===== src/rtl/lef_pkg.sv =====
// ----------------------------------------------------------------------------
// lef_pkg
// Shared constants and types of the 3x3 Laplacian edge filter.
// ----------------------------------------------------------------------------
package lef_pkg;

  localparam int MAX_WIDTH  = 1024;
  localparam int MAX_HEIGHT = 1024;

  localparam int COL_W  = $clog2(MAX_WIDTH);
  localparam int ROW_W  = $clog2(MAX_HEIGHT);
  localparam int SIZE_W = 11;   // frame size register width
  localparam int POS_W  = 10;   // column / row field width on the output

  // compare width that holds counters, sizes and a +1 without overflow
  localparam int CNT_W  = (COL_W > ROW_W) ? COL_W : ROW_W;
  localparam int CMP_W  = ((CNT_W > SIZE_W) ? CNT_W : SIZE_W) + 1;

  localparam int CHAN_W = 8;
  localparam int NCHAN  = 3;

  // element 0 is red, 1 green, 2 blue
  typedef logic [NCHAN-1:0][CHAN_W-1:0] pixel_t;

  // 3x3 window of one channel, row-major, center at index 4
  typedef logic [8:0][CHAN_W-1:0] lane_win_t;

  // line store access for one transfer
  typedef struct packed {
    logic             rd_en;     // read both lines, write new pixel to line 1
    logic [COL_W-1:0] rd_addr;
    logic             wr0_en;    // move previous line-1 data into line 0
    logic [COL_W-1:0] wr0_addr;
  } ls_ctrl_t;

endpackage


===== src/rtl/lef_lane.sv =====
// ----------------------------------------------------------------------------
// lef_lane
// Laplacian of one color channel: 8*center minus the eight neighbors,
// clamped to 0..255.
// ----------------------------------------------------------------------------
module lef_lane
  import lef_pkg::*;
(
  input  lane_win_t         win_i,
  output logic [CHAN_W-1:0] edge_o
);

  localparam int SUM_W = CHAN_W + 3;

  logic        [SUM_W-1:0] nb_sum;
  logic signed [SUM_W:0]   lap;

  always_comb begin
    nb_sum = '0;
    for (int i = 0; i < 9; i++) begin
      if (i != 4) begin
        nb_sum = nb_sum + SUM_W'(win_i[i]);
      end
    end
  end

  assign lap = $signed({1'b0, win_i[4], 3'b000}) - $signed({1'b0, nb_sum});

  always_comb begin
    if (lap < 0) begin
      edge_o = '0;
    end else if (lap > $signed((SUM_W+1)'(255))) begin
      edge_o = '1;
    end else begin
      edge_o = lap[CHAN_W-1:0];
    end
  end

endmodule


===== config.mk =====
export PLATFORM = sky130hd
export DESIGN_NAME = lef_lane
export DESIGN_NICKNAME = d
export VERILOG_FILES = /design/src/rtl/lef_pkg.sv /design/src/rtl/lef_lane.sv
export SDC_FILE = /design/constraint.sdc
export NUM_CORES = 1
export LEC_CHECK = 0
export BUFFER_PORTS_ARGS = -buffer_cell sky130_fd_sc_hd__buf_2
export CAP_MARGIN = 10
export CORE_MARGIN = 2
export CORE_UTILIZATION = 54
export DETAILED_ROUTE_END_ITERATION = 7
export GPL_ROUTABILITY_DRIVEN = 0
export PLACE_DENSITY = 0.84
export SYNTH_ARGS = -nofsm -noshare
export SYNTH_HDL_FRONTEND = slang
export SYNTH_SLANG_ARGS = --single-unit
export TNS_END_PERCENT = 5

===== constraint.sdc =====
create_clock -name vclk -period 7.76
set_input_delay 1.552 -clock vclk [all_inputs]
set_output_delay 1.552 -clock vclk [all_outputs]
set_load 0.01 [all_outputs]

==> flow_metrics.py, run 1 <==
metrics = {
    "run_status": {
        "run_status": "finished clean",
    },
    "final_layout": {
        "nFillCells": 333,
        "num-nets-final": 482,
        "drive_gt1_frac": 0.271,
        "insertedDiodeCount": 0,
        "layout.cells.non_filler": 386,
        "final_cell_mix": "inv_1 (114), buf_2 (80), fa_1 (53)",
        "seq_cell_count": 0,
        "multi_input_area_um2": 1840,
        "clkbuf_count": 0,
        "area_growth_pct": 20.4,
        "seq_area_um2": 0,
        "layout_commonest_cell": "inv_1",
    },
    "logic_synthesis": {
        "ys_seq_area_frac": 0,
        "yosysWarningCount": 0,
        "syn_inst": 256,
        "syn_area_per_cell_um2": 8.87,
        "synthesis.nets": 400,
        "syn-cell-area_um2": 2270,
        "yosysUniqueCellTypes": 33,
    },
    "floorplan": {
        "dieHeight_um": 68.8,
        "fp.coreArea_um2": 4030,
        "die_x_um": 68.8,
        "io_pins": 80,
        "row_count": 23,
        "start_util": 0.563,
        "die-area_um2": 4740,
    },
    "global_routing": {
        "grt_first_pass_wirelength_um": 7060,
        "grt_max_degree": 10,
        "grt_util_all_layers": 0.190,
        "grt_pass1_vias": 1820,
        "grt_antenna_before_repair": 0,
        "overflow": 0,
    },
    "route": {
        "wl_um": 4050,
        "post_drt_wl_per_cell_um": 10.5,
        "drt_first_iter_violations": 30,
        "drc": 0,
        "vias": 1845,
        "ant_nets": 0,
        "dr.pass1.iters": 4,
        "vias_per_cell": 4.78,
    },
    "timing": {
        "setup_violations": 0,
        "setup_tns_ns": 0,
        "relSlewSlack": 0.594,
        "drv_slew": 0,
        "min_period_ns": 7.34,
        "hold_slack_ns": 3.68,
        "worst_slew_pin_slew_ns": 0.603,
        "max_freq_ghz": 0.136,
        "post-route-period-util": 0.946,
        "postLayoutSetupSlackWorst_ns": 0.418,
        "rsz0062_at_grt": "false",
        "hold_viol_final": 0,
    },
    "run": {
        "cap_violations": 0,
    },
    "placement": {
        "io_buffers": 80,
        "dp_slack_ns": 0.451,
        "dpl.hpwl_um": 3820,
        "dp.cells": 386,
    },
    "setup_path": {
        "path_delay_family": "adder cells",
        "cp_num_buf_inv": 7,
        "crit_required_ns": 6.21,
        "cp-end-kind": "output pin",
        "cp-start-kind": "primary input",
        "path_common_cell": "inv_1",
        "critPathLaunch": "win_i[59]",
        "crit_fanout": 8,
        "path_cells": "buf_2 -> inv_1 -> fa_1 -> inv_1 -> fa_1 -> inv_1 -> fa_1 -> inv_1 -> fa_1 -> inv_1 -> ha_1 -> a21oi_2 -> a21oi_2 -> nor4_1 -> nor4b_4 -> a41oi_1 -> buf_2",
        "critPathArrivalTime_ns": 5.79,
        "worstSetupPathType": "in -> out",
        "max_stage_delay_ns": 0.56,
        "critical-path-slowest-cell": "nor4_1",
    },
    "min_path": {
        "hp-start": "win_i[32]",
        "hold_depth": 4,
        "whs_endpoint": "edge_o[0]",
        "hold_class": "in -> out",
    },
    "clocking": {
        "cts-resized-gates": 0,
        "ctsHoldBuffers": 0,
        "postCtsSetupBuffers": 0,
    },
}
Yosys cell counts (2+ instances only):
master	count	area [µm²]
a21o_1	2	15.0
a21oi_1	8	40.0
a21oi_2	2	17.5
a41oi_1	8	70.1
fa_1	53	1060
ha_1	19	238
inv_1	114	428
nand2_1	4	15.0
nand2b_1	5	31.3
nor2_1	8	30.0
nor4_1	2	12.5
o211ai_1	2	15.0
o21ai_0	4	20.0
xnor2_1	5	43.8
xor2_1	2	17.5
layout make-up:
class                      instances  area share
multi-input combinational        142       0.674
inverter                         114       0.157
timing repair buffer              80       0.147
tap                               50      0.0229
worst max-delay path by stage:
stage / cells past startpoint / endpoint
detailed placement: 17 / edge_o[6]
CTS: 17 / edge_o[6]
finish: 17 / edge_o[6]
floorplan: 15 / edge_o[0]
global route: 17 / edge_o[3]
global placement: 17 / edge_o[0]
metrics by stage:
stage | area, µm² | utilization
after CTS | 2730 | 0.678
after global placement | 2730 | 0.678
final | 2730 | 0.678
after detailed placement | 2730 | 0.678
after floorplan | 2270 | -
after global routing | 2730 | 0.678
cell families (layout without fill, tap and decap cells):
family / Yosys count / after routing / synth area share
buffers and inverters: 114 / 194 / 0.189
adder cells (fa/ha/maj): 72 / 72 / 0.572
AO/OA/AOI/OAI: 36 / 36 / 0.134
AND/OR/NAND/NOR: 25 / 25 / 0.0667
XOR/XNOR: 8 / 8 / 0.0342
multiplexers: 1 / 1 / 0.00441
layer usage:
| layer | up-vias | part of all wire | track usage |
|---|---|---|---|
| met2 | 56 | 0.54 | 0.368 |
| met1 | 878 | 0.40 | 0.240 |
| met3 | 2 | 0.059 | 0.00974 |
| met5 | - | 0 | 0 |
| met4 | 0 | 0.0040 | 0.0172 |
| li1 | 909 | - | - |
worst min-delay path: cells and delay by family:
family                 cells  cell delay [ns]
buffers and inverters      2             0.31
XOR/XNOR                   1             0.16
AO/OA/AOI/OAI              1             0.11
Power of run 1 is not shown: default switching activity piles up to over one toggle a cycle in this logic, so the estimate is an artifact.
==> inputs of run 2 (changes only) <==
- PLACE_DENSITY: 0.84 -> 0.86
- clock period: 7.76 -> 7.6 ns (I/O delays scaled with it)
==> flow_metrics.py, run 2 (synthesized netlist as in run 1, its figures left out) <==
metrics = {
    "global_routing": {
        "grt_first_pass_wirelength_um": 7360,
        "grt_util_all_layers": 0.199,
        "grt_antenna_before_repair": 0,
        "overflow": 0,
        "grt_max_degree": 10,
        "grt_pass1_vias": 1902,
    },
    "final_layout": {
        "area_growth_pct": 20.4,
        "seq_area_um2": 0,
        "clkbuf_count": 0,
        "drive_gt1_frac": 0.271,
        "final_cell_mix": "inv_1 (114), buf_2 (80), fa_1 (53)",
        "num-nets-final": 482,
        "multi_input_area_um2": 1840,
        "layout_commonest_cell": "inv_1",
        "seq_cell_count": 0,
        "insertedDiodeCount": 0,
        "nFillCells": 338,
    },
    "route": {
        "dr.pass1.iters": 4,
        "vias": 1829,
        "post_drt_wl_per_cell_um": 10.6,
        "ant_nets": 0,
        "drc": 0,
        "wl_met3_um": 245,
        "drt_first_iter_violations": 20,
        "wl_met1_um": 1550,
        "vias_per_cell": 4.74,
        "top_layer_used": "met4",
        "wl_um": 4080,
        "routed-wl-met2_um": 2270,
    },
    "floorplan": {
        "io_pins": 80,
        "start_util": 0.563,
        "die_x_um": 68.8,
        "fp.coreArea_um2": 4030,
        "row_count": 23,
        "die-area_um2": 4740,
        "dieHeight_um": 68.8,
    },
    "timing": {
        "drv_slew": 0,
        "relSlewSlack": 0.613,
        "rsz0062_at_grt": "false",
        "min_period_ns": 7.24,
        "setup_tns_ns": 0,
        "max_freq_ghz": 0.138,
        "post-route-period-util": 0.952,
        "hold_viol_final": 0,
        "worst_slew_pin_slew_ns": 0.575,
        "setup_violations": 0,
    },
    "clocking": {
        "postCtsSetupBuffers": 0,
        "ctsHoldBuffers": 0,
        "cts-resized-gates": 0,
    },
    "setup_path": {
        "max_stage_delay_ns": 0.54,
        "crit_fanout": 8,
        "path_common_cell": "inv_1",
        "critPathArrivalTime_ns": 5.72,
        "crit_required_ns": 6.08,
        "worstSetupPathType": "in -> out",
        "cp-start-kind": "primary input",
        "path_cells": "buf_2 -> inv_1 -> fa_1 -> inv_1 -> fa_1 -> inv_1 -> fa_1 -> inv_1 -> fa_1 -> inv_1 -> ha_1 -> a21oi_2 -> a21oi_2 -> nor4_1 -> nor4b_4 -> a41oi_1 -> buf_2",
        "critical-path-slowest-cell": "fa_1",
        "cp-end-kind": "output pin",
    },
    "placement": {
        "io_buffers": 80,
        "dpl.hpwl_um": 3880,
    },
    "min_path": {
        "hold_class": "in -> out",
    },
    "run_status": {
        "run_status": "finished clean",
    },
    "run": {
        "cap_violations": 0,
    },
}
[run 2: cell counts in the layout (fill, tap and decap cells not counted)]
No cell type changed its count.
[run 2: worst paths after layout]
check | from | end | cells after the start
worst min-delay path | win_i[32] | edge_o[0] | 4
worst max-delay path | win_i[59] | edge_o[7] | 17
[run 2: critical path, delay by kind of cell]
kind | cells | cell delay [ns]
adder cells (fa/ha/maj) | 5 | 2.43
buffers and inverters | 7 | 0.49
AND/OR/NAND/NOR | 2 | 0.70
AO/OA/AOI/OAI | 3 | 0.58
[run 2: layer usage]
layer / vias to the layer above / global-route usage
met4: 0 / 0.0245
met2: 53 / 0.409
met5: - / 0
met3: 2 / 0.0179
met1: 863 / 0.224
li1: 911 / -
[run 2: cell type report]
type | instances | area share
Tap cell | 50 | 0.0229
Timing Repair Buffer | 80 | 0.147
Multi-Input combinational cell | 142 | 0.674
Inverter | 114 | 0.157
[run 2: per-stage QoR]
stage | area, µm² | util | hold slack, ns | cells | setup WS [ns]
finish | 2730 | 0.678 | 3.60 | 386 | 0.363
global route | 2730 | 0.678 | 3.66 | 386 | 0.0464
CTS | 2730 | 0.678 | 3.61 | 386 | 0.350
detailed placement | 2730 | 0.678 | 3.61 | 386 | 0.364
global placement | 2730 | 0.678 | 3.62 | 386 | 0.453
floorplan | 2270 | - | 3.30 | 256 | 0.805
Power of run 2 is left out for the same reason.
